### config.mk
export PLATFORM = sky130hd
export DESIGN_NAME = bit_field_expander
export DESIGN_NICKNAME = d
export VERILOG_FILES = /design/src/sv/bfe_pkg.sv /design/src/sv/bfe_front.sv /design/src/sv/bfe_queue.sv /design/src/sv/bfe_back.sv /design/src/sv/bit_field_expander.sv
export SDC_FILE = /design/constraint.sdc
export NUM_CORES = 1
export LEC_CHECK = 0
export ABC_AREA = 1
export BUFFER_PORTS_ARGS = -buffer_cell sky130_fd_sc_hd__buf_2
export CAP_MARGIN = 10
export CORE_ASPECT_RATIO = 0.5
export CORE_MARGIN = 1.5
export CORE_UTILIZATION = 67
export CTS_CLUSTER_DIAMETER = 40
export DETAILED_ROUTE_END_ITERATION = 6
export PLACE_DENSITY_LB_ADDON = 0.12
export SYNTH_ARGS = -nofsm -noshare
export SYNTH_HDL_FRONTEND = slang
export SYNTH_SLANG_ARGS = --single-unit
export TNS_END_PERCENT = 1
### constraint.sdc
create_clock -name i_clk -period 5.8 [get_ports i_clk]
set_input_delay 0.29 -clock i_clk [delete_from_list [all_inputs] [get_ports i_clk]]
set_output_delay 0.29 -clock i_clk [all_outputs]
set_load 0.02 [all_outputs]
### src/sv/bfe_pkg.sv
// Shared types and constants for the bit field expander.
package bfe_pkg;

    localparam logic [4:0] FIELD_MIN = 5'd8;
    localparam logic [4:0] FIELD_MAX = 5'd25;
    localparam logic [4:0] FIELD_RST = 5'd21;
    localparam logic [1:0] PAD_RST   = 2'd0;

    localparam logic CFG_FIELD_BITS = 1'b0;
    localparam logic CFG_PAD_BYTES  = 1'b1;

    typedef struct packed {
        logic [24:0] field;
        logic [1:0]  nb_m1;
        logic [1:0]  pad;
    } t_field_ent;

endpackage

### src/sv/bfe_front.sv
// Front end: config registers, bit accumulator and field extraction.
module bfe_front import bfe_pkg::*; (
    input  logic       i_clk,
    input  logic       i_rst_n,
    input  logic       i_cfg_we,
    input  logic       i_cfg_idx,
    input  logic [4:0] i_cfg_data,
    input  logic       i_accept,
    input  logic [7:0] i_in_byte,
    input  logic       i_start_of_array,
    output logic       o_push,
    output t_field_ent o_ent
);

    logic [4:0]  r_field_bits, n_field_bits;
    logic [1:0]  r_pad_bytes, n_pad_bytes;
    logic [31:0] r_acc, n_acc;
    logic [4:0]  r_held, n_held;

    logic [4:0]  width;
    logic [4:0]  width_m1;
    logic [31:0] acc_base;
    logic [4:0]  held_base;
    logic [5:0]  count;
    logic [5:0]  rem;
    logic        emit;
    logic [31:0] shifted;
    logic [31:0] mask;

    always_comb begin
        width = r_field_bits;
        if (width < FIELD_MIN) begin
            width = FIELD_MIN;
        end else if (width > FIELD_MAX) begin
            width = FIELD_MAX;
        end
        width_m1  = width - 5'd1;
        acc_base  = i_start_of_array ? 32'd0 : r_acc;
        held_base = i_start_of_array ? 5'd0 : r_held;
        n_acc     = {acc_base[23:0], i_in_byte};
        count     = {1'b0, held_base} + 6'd8;
        emit      = count >= {1'b0, width};
        rem       = count - {1'b0, width};
        n_held    = emit ? rem[4:0] : count[4:0];
        shifted   = n_acc >> rem[4:0];
        mask      = ~(32'hFFFF_FFFF << width);

        o_push       = i_accept && emit;
        o_ent.field  = shifted[24:0] & mask[24:0];
        o_ent.nb_m1  = width_m1[4:3];
        o_ent.pad    = r_pad_bytes;

        n_field_bits = r_field_bits;
        n_pad_bytes  = r_pad_bytes;
        if (i_cfg_we) begin
            case (i_cfg_idx)
                CFG_FIELD_BITS: n_field_bits = i_cfg_data;
                CFG_PAD_BYTES:  n_pad_bytes  = i_cfg_data[1:0];
                default: ;
            endcase
        end
    end

    always_ff @(posedge i_clk) begin
        if (!i_rst_n) begin
            r_field_bits <= FIELD_RST;
            r_pad_bytes  <= PAD_RST;
            r_acc        <= 32'd0;
            r_held       <= 5'd0;
        end else begin
            r_field_bits <= n_field_bits;
            r_pad_bytes  <= n_pad_bytes;
            if (i_accept) begin
                r_acc  <= n_acc;
                r_held <= n_held;
            end
        end
    end

endmodule

### src/sv/bfe_queue.sv
// Short field queue between front and back.
module bfe_queue import bfe_pkg::*; #(
    parameter int DEPTH = 4
) (
    input  logic       i_clk,
    input  logic       i_rst_n,
    input  logic       i_push,
    input  t_field_ent i_ent,
    input  logic       i_pop,
    output t_field_ent o_head,
    output logic       o_full,
    output logic       o_empty
);

    localparam int AW = (DEPTH > 1) ? $clog2(DEPTH) : 1;
    localparam int CW = $clog2(DEPTH + 1);

    t_field_ent     r_mem [DEPTH];
    logic [AW-1:0]  r_wp, r_rp;
    logic [CW-1:0]  r_cnt;

    assign o_head  = r_mem[r_rp];
    assign o_full  = r_cnt == CW'(DEPTH);
    assign o_empty = r_cnt == '0;

    always_ff @(posedge i_clk) begin
        if (i_push) begin
            r_mem[r_wp] <= i_ent;
        end
    end

    always_ff @(posedge i_clk) begin
        if (!i_rst_n) begin
            r_wp  <= '0;
            r_rp  <= '0;
            r_cnt <= '0;
        end else begin
            if (i_push) begin
                r_wp <= (r_wp == AW'(DEPTH - 1)) ? '0 : r_wp + AW'(1);
            end
            if (i_pop) begin
                r_rp <= (r_rp == AW'(DEPTH - 1)) ? '0 : r_rp + AW'(1);
            end
            case ({i_push, i_pop})
                2'b10:   r_cnt <= r_cnt + CW'(1);
                2'b01:   r_cnt <= r_cnt - CW'(1);
                default: r_cnt <= r_cnt;
            endcase
        end
    end

    a_no_overflow: assert property (@(posedge i_clk) disable iff (!i_rst_n)
        o_full |-> !i_push)
        else $error("push into full field queue");

    a_no_underflow: assert property (@(posedge i_clk) disable iff (!i_rst_n)
        i_pop |-> !o_empty)
        else $error("pop from empty field queue");

endmodule

### src/sv/bfe_back.sv
// Back end: serializes one queued field into pad and field bytes.
module bfe_back import bfe_pkg::*; (
    input  logic       i_clk,
    input  logic       i_rst_n,
    input  t_field_ent i_head,
    input  logic       i_empty,
    output logic       o_pop,
    output logic       o_out_valid,
    input  logic       i_out_stall,
    output logic [7:0] o_out_byte,
    output logic       o_last_of_run
);

    logic [2:0]  r_pos, n_pos;
    logic        r_valid;
    logic [7:0]  r_byte;
    logic        r_last;

    logic        load;
    logic        is_pad;
    logic        is_last;
    logic [2:0]  k;
    logic [1:0]  bidx;
    logic [31:0] field32;
    logic [7:0]  byte_val;

    always_comb begin
        load     = !r_valid || !i_out_stall;
        is_pad   = r_pos < {1'b0, i_head.pad};
        is_last  = r_pos == ({1'b0, i_head.pad} + {1'b0, i_head.nb_m1});
        k        = r_pos - {1'b0, i_head.pad};
        bidx     = i_head.nb_m1 - k[1:0];
        field32  = {7'd0, i_head.field};
        byte_val = is_pad ? 8'd0 : field32[{bidx, 3'b000} +: 8];
        o_pop    = load && !i_empty && is_last;
        n_pos    = r_pos;
        if (load && !i_empty) begin
            n_pos = is_last ? 3'd0 : r_pos + 3'd1;
        end
    end

    always_ff @(posedge i_clk) begin
        if (load) begin
            r_byte <= byte_val;
            r_last <= is_last;
        end
    end

    always_ff @(posedge i_clk) begin
        if (!i_rst_n) begin
            r_valid <= 1'b0;
            r_pos   <= 3'd0;
        end else begin
            r_pos <= n_pos;
            if (load) begin
                r_valid <= !i_empty;
            end
        end
    end

    assign o_out_valid   = r_valid;
    assign o_out_byte    = r_byte;
    assign o_last_of_run = r_last;

    a_mid_run_has_head: assert property (@(posedge i_clk) disable iff (!i_rst_n)
        (r_pos != 3'd0) |-> !i_empty)
        else $error("run in progress without queued field");

endmodule

### src/sv/bit_field_expander.sv
// Bit field expander top level: front end, field queue and byte serializer.
// Packed stream bytes are accepted one per cycle while the field queue has
// room; each byte that completes a field queues it. The output register
// delivers one byte per cycle unless the output is stalled, and each field
// expands to pad_bytes + ceil(field_bits/8) output bytes (1 to 7). Sustained
// input rate is therefore set by the output serializer, with QUEUE_DEPTH
// fields absorbing bursts. A completing input byte is first written into the
// field queue, and its first output byte is loaded from the queue head into
// the output register.
module bit_field_expander import bfe_pkg::*; #(
    parameter int QUEUE_DEPTH = 4
) (
    input  logic       i_clk,
    input  logic       i_rst_n,
    input  logic       i_cfg_we,
    input  logic       i_cfg_idx,
    input  logic [4:0] i_cfg_data,
    input  logic       i_in_valid,
    output logic       o_in_stall,
    input  logic [7:0] i_in_byte,
    input  logic       i_start_of_array,
    output logic       o_out_valid,
    input  logic       i_out_stall,
    output logic [7:0] o_out_byte,
    output logic       o_last_of_run
);

    t_field_ent push_ent;
    t_field_ent head_ent;
    logic       push;
    logic       pop;
    logic       full;
    logic       empty;
    logic       accept;

    assign o_in_stall = full;
    assign accept     = i_in_valid && !full;

    bfe_front u_front (
        .i_clk            (i_clk),
        .i_rst_n          (i_rst_n),
        .i_cfg_we         (i_cfg_we),
        .i_cfg_idx        (i_cfg_idx),
        .i_cfg_data       (i_cfg_data),
        .i_accept         (accept),
        .i_in_byte        (i_in_byte),
        .i_start_of_array (i_start_of_array),
        .o_push           (push),
        .o_ent            (push_ent)
    );

    bfe_queue #(.DEPTH(QUEUE_DEPTH)) u_queue (
        .i_clk   (i_clk),
        .i_rst_n (i_rst_n),
        .i_push  (push),
        .i_ent   (push_ent),
        .i_pop   (pop),
        .o_head  (head_ent),
        .o_full  (full),
        .o_empty (empty)
    );

    bfe_back u_back (
        .i_clk         (i_clk),
        .i_rst_n       (i_rst_n),
        .i_head        (head_ent),
        .i_empty       (empty),
        .o_pop         (pop),
        .o_out_valid   (o_out_valid),
        .i_out_stall   (i_out_stall),
        .o_out_byte    (o_out_byte),
        .o_last_of_run (o_last_of_run)
    );

endmodule

# Yosys cells after proc, flatten, opt, wreduce, memory -nomap -nowiden
# Memory sizes are Yosys's and may differ from the RTL's. A register that Yosys moved wholly into a read port is not among the register bits.
# Cells that the tools add are included.
# word_totals
ff_bits	56
ram_bits	116
memories	1
# classes
n_addsub	11
order_cmp	4
eq_ne	6
n_shift	3
muxes	13
bitwise	3
reduce_logical	13
# memory_table
name	depth	word_bits	read_ports	rd_ports_with_merged_regs	write_ports	line_no	source
u_queue.r_mem	4	29	1	1	1	bfe_queue.sv:18	t_field_ent r_mem [DEPTH];
# op_table
operator	count
$shiftx 32x6->8	1
$shl 32x5->25 const A	1
$shr 32x5->25	1
$and 25x25->25	1
$not 25->25	1
$mux 24	1
$mux 5	4
$mux 2	4
$add 3x1->3 const B	2
$add 5x4->6 const B	1
$eq 2x2->1 const B	3
$ge 6x5->1	1
$pmux 3 s2	1
$gt 5x5->1 const B	1
$lt 5x4->1 const B	1
$sub 5x1->5 const B	1
$sub 5x5->5	1
$add 2x1->2 const B	2
$logic_and 1x1->1	4
$logic_not 1->1	4
$reduce_and 2->1	2
$sub 2x2->2	2
$add 2x2->3	1
$eq 3x3->1	1
other kinds (10)	11

# Longest topological paths before layout
# Gate-level depths: netlist of run 1.
# logic_depth
ltp_word	7
mapped_depth	22
depth_no_buf	21

# Modules after synthesis
# Synthesis of run 1 repeated with hierarchy kept, for this count alone.
# unflattened
hier_cells	1077
hier_area_um2	9490.4
# modules_own_cells
module	instances	cells_per_inst	area_per_inst_um2
bfe_queue	1	341	5071.1
bfe_front	1	604	3429.5
bfe_back	1	130	979.7
bit_field_expander	1	2	10.0

# Least setup slack after synthesis of run 1
# OpenSTA, ideal clock, no wires.
# synth_timing
kind	register to register
startpoint	reg u_front.r_field_bits[4]
endpoint	mem u_queue.r_mem[0][0] in the netlist's numbering, enable pin
arrival_time_ps	3236
required_time_ps	5385
path_slack_ps	2149
path_stages_with_launch	16
synth_period_minus_slack_ps	3651
cell_sequence	dfxtp_1 -> buf_4 -> nand2_1 -> inv_1 -> a21oi_1 -> nor2_1 -> ha_1 -> buf_2 -> nand3_1 -> nand2_1 -> nand2_1 -> nand2_1 -> nand2_2 -> nand2_2 -> nand2_2 -> nor2_1
# synth_via
elab_chain_cells	7
# synth_rtl
element	line_no	source
from (decl)	bfe_front.sv:15	logic [4:0] r_field_bits, n_field_bits;
from (signal assigned)	bfe_front.sv:71	r_field_bits <= n_field_bits;
$gt 5x5->1	bfe_front.sv:34	end else if (width > FIELD_MAX) begin
$mux 5	bfe_front.sv:34	
$mux 5 (*)	bfe_front.sv:32	if (width < FIELD_MIN) begin
$ge 6x5->1 (*)	bfe_front.sv:42	emit = count >= {1'b0, width};
$logic_and 1x1->1 (*)	bfe_front.sv:48	o_push = i_accept && emit;
$mux 1 (*)	bfe_queue.sv:27	if (i_push) begin
$mux 1 (implied by the code) (*)	bfe_queue.sv:28	r_mem[r_wp] <= i_ent;
to (decl)	bfe_queue.sv:18	
# Mark *: on every way between the ends. The rest lies on a longest branch, timed or not.

# Final worst setup path of run 1
# layout_timing
startpoint	reg u_front.r_field_bits[4]
endpoint	reg u_queue.r_cnt[1]
# layout_via
elab_chain_cells	7
# layout_rtl
element	line_no	source
$gt 5x5->1	bfe_front.sv:34	
$mux 5	bfe_front.sv:34	
$mux 5 (*)	bfe_front.sv:32	
$ge 6x5->1 (*)	bfe_front.sv:42	
$logic_and 1x1->1 (*)	bfe_front.sv:48	
$eq 2x1->1 / $eq 2x2->1 (equally long branches)	bfe_queue.sv:44	case ({i_push, i_pop})
$pmux 3 s2 / $reduce_bool 2->1 (equally long branches)	n/a	
to (signal assigned)	bfe_queue.sv:45	2'b10: r_cnt <= r_cnt + CW'(1);
to (signal assigned)	bfe_queue.sv:46	2'b01: r_cnt <= r_cnt - CW'(1);
to (signal assigned)	bfe_queue.sv:47	default: r_cnt <= r_cnt;
to (decl)	bfe_queue.sv:20	logic [CW-1:0] r_cnt;
# Marks and branches as above.
# A chain may end at the register's enable or synchronous reset.

==> results of run 1 <==
## final cells by class
cell class	count	area (um^2)
Inverter	73	274
Timing Repair Buffer	42	240
Clock buffer	18	429
Fill cell	994	3100
Multi-Input combinational cell	788	3870
Tap cell	170	213
Sequential cell	174	4730
Clock inverter	14	160
## registers in the layout, summed over array words and instances, names as in the netlist, named ones only
signal and cells:
u_back.o_out_valid 1, u_back.r_pos 3, u_front.r_field_bits 5, u_queue.r_wp 2
u_front.r_held 5, u_queue.r_rp 2, u_front.r_acc 24, u_queue.r_mem 116
u_back.o_last_of_run 1, u_back.o_out_byte 8, u_front.r_pad_bytes 2, u_queue.r_cnt 3
## synth_stat cells (2+ instances only)
cell and number:
o22ai_1 20, nor2_1 129, a221oi_1 2, buf_4 7, fa_1 4, or2_2 3
o211ai_1 10, nor3_2 2, nand2_2 11, edfxtp_1 125, xor2_1 3, buf_2 27
nor2_2 3, buf_1 3, dfxtp_1 49, a21oi_1 61, nand2_1 207, nand4_1 3
a211oi_1 4, nor3_1 3, o21ai_0 83, clkbuf_1 24, ha_1 15, inv_2 6
nand3_1 205, o21ai_1 7, a31oi_1 2, inv_1 67
## power groups by stage
stage	registers (W)	clock network, W	logic (W)
floorplan	0.00158	0	0.00101
global placement	0.00156	0	0.00134
detailed placement	0.00157	0	0.00137
CTS	0.00154	0.00113	0.00139
global route	0.00155	0.00119	0.00158
finish	0.00154	0.00114	0.00143
## per-layer routing
metal / up-vias / track usage [%] / share of wire [%]
li1: 3788 / - / -
met1: 3671 / 47.3 / 41
met2: 467 / 55.0 / 44
met3: 69 / 9.64 / 12
met4: 0 / 12.8 / 2.6
met5: - / 0 / 0
## metrics by stage
stage	power (W)	hold slack, ns
final	0.00410	0.103
after global routing	0.00432	0.117
after CTS	0.00406	0.0982
after detailed placement	0.00294	0.469
after global placement	0.00290	0.444
after floorplan	0.00259	0.420
## cell families after synthesis
family	synth area share (%)
DFF	51.5
AOI/OAI and AO/OA	11.7
xor gates and xnor gates	0.381
adders and majority gates	2.92
buffers and inverters	6.42
and+or+nand+nor	27.0
## how the worst max path moves through the flow
stage / from / endpoint / slack (ns) / cells after the start
after floorplan: u_front.r_field_bits[4]$_SDFFE_PN1P_ / u_queue.r_mem[0][0]$_DFFE_PP_ / 2.15 / 15
after global placement: flop / u_queue.r_cnt[2]$_SDFFE_PN0P_ / 2.00 / 17
after detailed placement: flop / u_queue.r_cnt[2]$_SDFFE_PN0P_ / 1.78 / 17
after CTS: flop / u_queue.r_cnt[2]$_SDFFE_PN0P_ / 1.79 / 17
after global routing: flop / u_queue.r_cnt[2]$_SDFFE_PN0P_ / 1.27 / 17
final: u_front.r_field_bits[4]$_SDFFE_PN1P_ / u_queue.r_cnt[1]$_SDFFE_PN0P_ / 1.64 / 18
## critical path, stage by stage, from the launching register on
cell and delay [ns]:
dfxtp_1 0.46, nand2_1 0.17, inv_1 0.09, a21oi_1 0.33
nor2_1 0.10, ha_1 1.12, nand3_1 0.15, nand2_1 0.11
nand2_1 0.05, nand2_1 0.08, nand2_2 0.10, nand2_2 0.21
nand2_2 0.15, ha_1 0.22, inv_1 0.09, fa_1 0.42
nor2_1 0.12, a21oi_1 0.05, nor2_1 0.08
==> impl_metrics.env, run 1 <==
export IMPL_synthTopCellsByArea="edfxtp_1 41%, nand3_1 11%, dfxtp_1 11%"
export IMPL_ys_ff_latch=174
export IMPL_place_gp_congestion=0.980
export IMPL_drive_above_1_share_pct=9.65
export IMPL_reg2regPathDepth=18
export IMPL_dieWidth_um=169
export IMPL_grt_overflow_total=0
export IMPL_synth_top_area_share_pct=40.9
export IMPL_die_h_um=85.8
export IMPL_timing_final_crit_share_pct=71.8
export IMPL_synth_edf_count=125
export IMPL_period_minus_slack_ns=4.16
export IMPL_layout_commonest_cell="nand2_1"
export IMPL_final_max_slew_viol_count=0
export IMPL_tritoncts="yes"
export IMPL_clock_root_buffer="clkbuf_16"
export IMPL_fin_ws_ns=1.64
export IMPL_leakagePower_nw=4.01
export IMPL_io_buffers=30
export IMPL_ant_nets=0
export IMPL_intPower_w=0.00248
export IMPL_place_inst=1247
export IMPL_yosysUniqueCellTypes=41
export IMPL_design_area_um2=9920
export IMPL_initial_core_util_pct=70.5
export IMPL_wirelength_mm=23.9
export IMPL_clkTransAtPathRegs_ns=0.07
export IMPL_endpoint_kind="flop"
export IMPL_final_core_util_pct=76.2
export IMPL_grt_max_degree=58
export IMPL_power_switching_w=0.00162
export IMPL_r2r_end="u_queue.r_cnt[1]$_SDFFE_PN0P_"
export IMPL_ys_warn_count=0
export IMPL_grt_pass1_wl_mm=38.2
export IMPL_first_global_vias=7415
export IMPL_holdPathStages=3
export IMPL_wl_per_cell_um=18.7
export IMPL_htreeDepth=4
export IMPL_critical_path_class="reg2reg"
export IMPL_rrSetupSlack_ns=1.64
export IMPL_syn_area_um2=9190
export IMPL_setup_tns_ns=0
export IMPL_hold_path_endpoint="u_front.r_field_bits[0]$_SDFFE_PN1P_"
export IMPL_yosysSeqAreaShare_pct=51.5
export IMPL_drt_iter0_drc=1027
export IMPL_mostFrequentLayoutCells="207 x nand2_1, 205 x nand3_1, 125 x edfxtp_1"
export IMPL_p_seq_share_pct=37.5
export IMPL_rsz0062_at_grt="no"
export IMPL_ios=31
export IMPL_cts_setup_buffers=0
export IMPL_antenna_found_initial=0
export IMPL_fp_coreArea_um2=13000
export IMPL_num_antenna_cells=0
export IMPL_drc_errors=0
export IMPL_critPathRequiredTime_ns=6.16
export IMPL_cts_buffer_depth=2
export IMPL_fin_nets=1135
export IMPL_power_frac_comb_pct=34.8
export IMPL_dpl_worst_slack_ns=1.78
export IMPL_numCtsBuffers=17
export IMPL_worstSkewPairLatency_ns=0.44
export IMPL_fp_row_count=29
export IMPL_reg2reg_from="u_front.r_field_bits[4]$_SDFFE_PN1P_"
export IMPL_synth_avg_cell_area_um2=8.37
export IMPL_synthCells=1098
export IMPL_vias=7995
export IMPL_clkPwrFrac_pct=27.7
export IMPL_hold_start="i_cfg_data[0]"
export IMPL_viasPerCell=6.25
export IMPL_hold_class="in2reg"
export IMPL_irDropWorstVdd_mv=0.195
export IMPL_outcome="finished clean"
export IMPL_finalClockSkew_ns=0.0161
export IMPL_die_area_um2=14500
export IMPL_cts_resized=0
export IMPL_tightest_slew_ns=1.23
export IMPL_fin_cells=1279
export IMPL_track_usage_pct=35.0
export IMPL_power_density_nw_per_um2=413
export IMPL_synth_top_area_cell="edfxtp_1"
export IMPL_cp_arrival_ns=4.53
export IMPL_synthToLayoutAreaGrowth_pct=8.05
export IMPL_finalSetupViolations=0
export IMPL_synth_main_ff_cell="edfxtp_1"
export IMPL_hold_viol_final=0
export IMPL_cts_sinks=174
export IMPL_hpwl_mm=15.9
export IMPL_maxCapViolations=0
export IMPL_first_pass_iters=6
export IMPL_swShare_pct=39.6
export IMPL_place_area_um2=9340
export IMPL_slew_headroom_pct=18.1
export IMPL_ys_async_sr_fraction_pct=0
export IMPL_synth_net_count=1137
export IMPL_cts_hold_buffers=0
export IMPL_fmax_mhz=240
export IMPL_cp_max_fo=38
export IMPL_startpoint_type="flop"
Power figures use the tool's default switching activity.
==> run 2, diff against run 1 <==
--- a/config.mk
+++ b/config.mk
@@ -10,7 +10,7 @@
 export CAP_MARGIN = 10
 export CORE_ASPECT_RATIO = 0.5
 export CORE_MARGIN = 1.5
-export CORE_UTILIZATION = 67
+export CORE_UTILIZATION = 63
 export CTS_CLUSTER_DIAMETER = 40
 export DETAILED_ROUTE_END_ITERATION = 6
 export PLACE_DENSITY_LB_ADDON = 0.12
==> constraint.sdc (replaced) <==
create_clock -name i_clk -period 3.88 [get_ports i_clk]
set_input_delay 0.194 -clock i_clk [delete_from_list [all_inputs] [get_ports i_clk]]
set_output_delay 0.194 -clock i_clk [all_outputs]
set_load 0.02 [all_outputs]
==> impl_metrics.env, run 2 (synthesis gave the netlist of run 1 again) <==
export IMPL_outcome="finished with violations"
export IMPL_violations="DRC"
export IMPL_critical_path_class="reg2reg"
export IMPL_timing_final_crit_share_pct=92.7
export IMPL_die_h_um=88.4
export IMPL_io_buffers=30
export IMPL_initial_core_util_pct=66.1
export IMPL_clkTransAtPathRegs_ns=0.07
export IMPL_cpPeakStageDelay_ns=0.50
export IMPL_htreeDepth=4
export IMPL_first_global_vias=7276
export IMPL_hpwl_mm=15.4
export IMPL_irDropWorstVdd_mv=0.297
export IMPL_slew_headroom_pct=40.9
export IMPL_numCtsBuffers=17
export IMPL_mostFrequentLayoutCells="207 x nand2_1, 205 x nand3_1, 125 x edfxtp_1"
export IMPL_cp_depth=17
export IMPL_drive_above_1_share_pct=10.4
export IMPL_num_antenna_cells=0
export IMPL_ios=31
export IMPL_viasPerCell=6.05
export IMPL_critPathRequiredTime_ns=4.21
export IMPL_track_usage_pct=31.6
export IMPL_finalClockSkew_ns=0.0154
export IMPL_leakagePower_nw=4.07
export IMPL_synthToLayoutAreaGrowth_pct=9.43
export IMPL_holdWs_ns=0.0151
export IMPL_holdPathStages=3
export IMPL_first_pass_iters=7
export IMPL_fp_row_count=30
export IMPL_layout_commonest_cell="nand2_1"
export IMPL_fin_ws_ns=0.283
export IMPL_grt_overflow_total=0
export IMPL_clock_root_buffer="clkbuf_16"
export IMPL_grt_pass1_wl_mm=37.1
export IMPL_path_buf_inv=3
export IMPL_rsz0062_at_grt="no"
export IMPL_cts_buffer_depth=2
export IMPL_startpoint_type="flop"
export IMPL_tightest_slew_ns=0.886
export IMPL_tritoncts="yes"
export IMPL_fin_nets=1146
export IMPL_fmax_mhz=278
export IMPL_antenna_found_initial=0
export IMPL_cp_slowest_cell="fa_1"
export IMPL_hold_class="in2reg"
export IMPL_regMostFlops="u_queue.r_mem"
export IMPL_ant_nets=0
export IMPL_reg2regPathDepth=17
export IMPL_final_max_slew_viol_count=0
export IMPL_endpoint_kind="flop"
export IMPL_period_minus_slack_ns=3.60
export IMPL_crit_family="adder cells"
export IMPL_r2r_end="u_queue.r_cnt[2]$_SDFFE_PN0P_"
export IMPL_crit_top_cell="o21ai_0"
export IMPL_crit_path_cell_trace="buf_4 > o21ai_0 > o22ai_1 > ha_1 > inv_1 > fa_1 > nor2_1 > nor3b_1 > nand2_1 > nor2_1 > ha_1 > inv_1 > fa_1 > a21oi_1 > o21ai_0 > o21ai_0 > a21oi_1"
export IMPL_worstSkewPairLatency_ns=0.44
export IMPL_cts_setup_buffers=0
export IMPL_setup_tns_ns=0
export IMPL_power_density_nw_per_um2=613
export IMPL_die_area_um2=15400
export IMPL_hold_path_endpoint="u_front.r_acc[0]$_SDFFE_PN0P_"
export IMPL_cts_sinks=174
export IMPL_cp_arrival_ns=3.92
export IMPL_grt_max_degree=51
export IMPL_dpl_worst_slack_ns=0.347
export IMPL_cp_max_fo=25
export IMPL_finalSetupViolations=0
export IMPL_fp_coreArea_um2=13900
export IMPL_wirelength_mm=23.4
export IMPL_drt_iter0_drc=918
export IMPL_hold_start="i_in_byte[0]"
export IMPL_drc_errors=6
export IMPL_wl_per_cell_um=17.8
export IMPL_largest_register_ffs=116
export IMPL_hold_viol_final=0
export IMPL_place_gp_congestion=0.910
export IMPL_rrSetupSlack_ns=0.28
export IMPL_dieWidth_um=174
export IMPL_vias=7933
export IMPL_maxCapViolations=0
[run 2: worst reg2reg max path, stage by stage (launching register included)]
cell	delay, ns
dfxtp_1	0.33
buf_4	0.28
o21ai_0	0.15
o22ai_1	0.28
ha_1	0.21
inv_1	0.05
fa_1	0.50
nor2_1	0.05
nor3b_1	0.18
nand2_1	0.08
nor2_1	0.24
ha_1	0.22
inv_1	0.07
fa_1	0.38
a21oi_1	0.15
o21ai_0	0.12
o21ai_0	0.16
a21oi_1	0.06
[run 2: layer usage]
metal	GRT usage [%]	part of all wire, %	wire [um]	vias up
met3	6.49	10	2360	52
met5	0	0	0	-
met2	51.1	44	10300	380
li1	-	-	-	3817
met4	10.6	2.0	458	0
met1	43.7	44	10300	3684
[run 2: area by class of cell]
cell class                      count  area [um^2]
Tap cell                          192          240
Inverter                           73          274
Timing Repair Buffer               53          330
Multi-Input combinational cell    788         3880
Sequential cell                   174         4740
Fill cell                        1082         3840
Clock inverter                     15          166
Clock buffer                       17          425
[run 2: worst max path at each step]
stage / from / end
5_1_grt: flop / u_queue.r_cnt[2]$_SDFFE_PN0P_
6_report: flop / u_queue.r_cnt[2]$_SDFFE_PN0P_
2_1_floorplan: u_front.r_field_bits[4]$_SDFFE_PN1P_ / u_queue.r_mem[0][0]$_DFFE_PP_
4_1_cts: u_front.r_field_bits[3]$_SDFFE_PN0P_ / u_queue.r_cnt[2]$_SDFFE_PN0P_
3_5_place_dp: u_front.r_field_bits[3]$_SDFFE_PN0P_ / u_queue.r_cnt[2]$_SDFFE_PN0P_
3_3_place_gp: flop / u_queue.r_cnt[2]$_SDFFE_PN0P_
[run 2: through the flow]
step	cell area (um^2)	power [W]	cells	util (%)
after floorplan	9190	0.00387	1098	-
after global placement	9420	0.00438	1277	67.8
after detailed placement	9420	0.00442	1277	67.8
after CTS	10000	0.00612	1312	72.3
after global routing	10100	0.00648	1312	72.4
final	10100	0.00616	1312	72.4
[run 2: what timing repair did]
| action | in CTS | in global routing |
|---|---|---|
| endpoints found under the hold margin | 3 | 0 |
| hold buffers | 3 | 0 |
| setup endpoints to repair | 0 | 1 |
| resized for setup | 0 | 2 |
[run 2: where the power goes]
group / switching, W / leakage, nW / internal [W]
sequential: 0.0000538 / 1.58 / 0.00224
combinational: 0.00155 / 2.20 / 0.000619
clock: 0.000837 / 0.288 / 0.000866
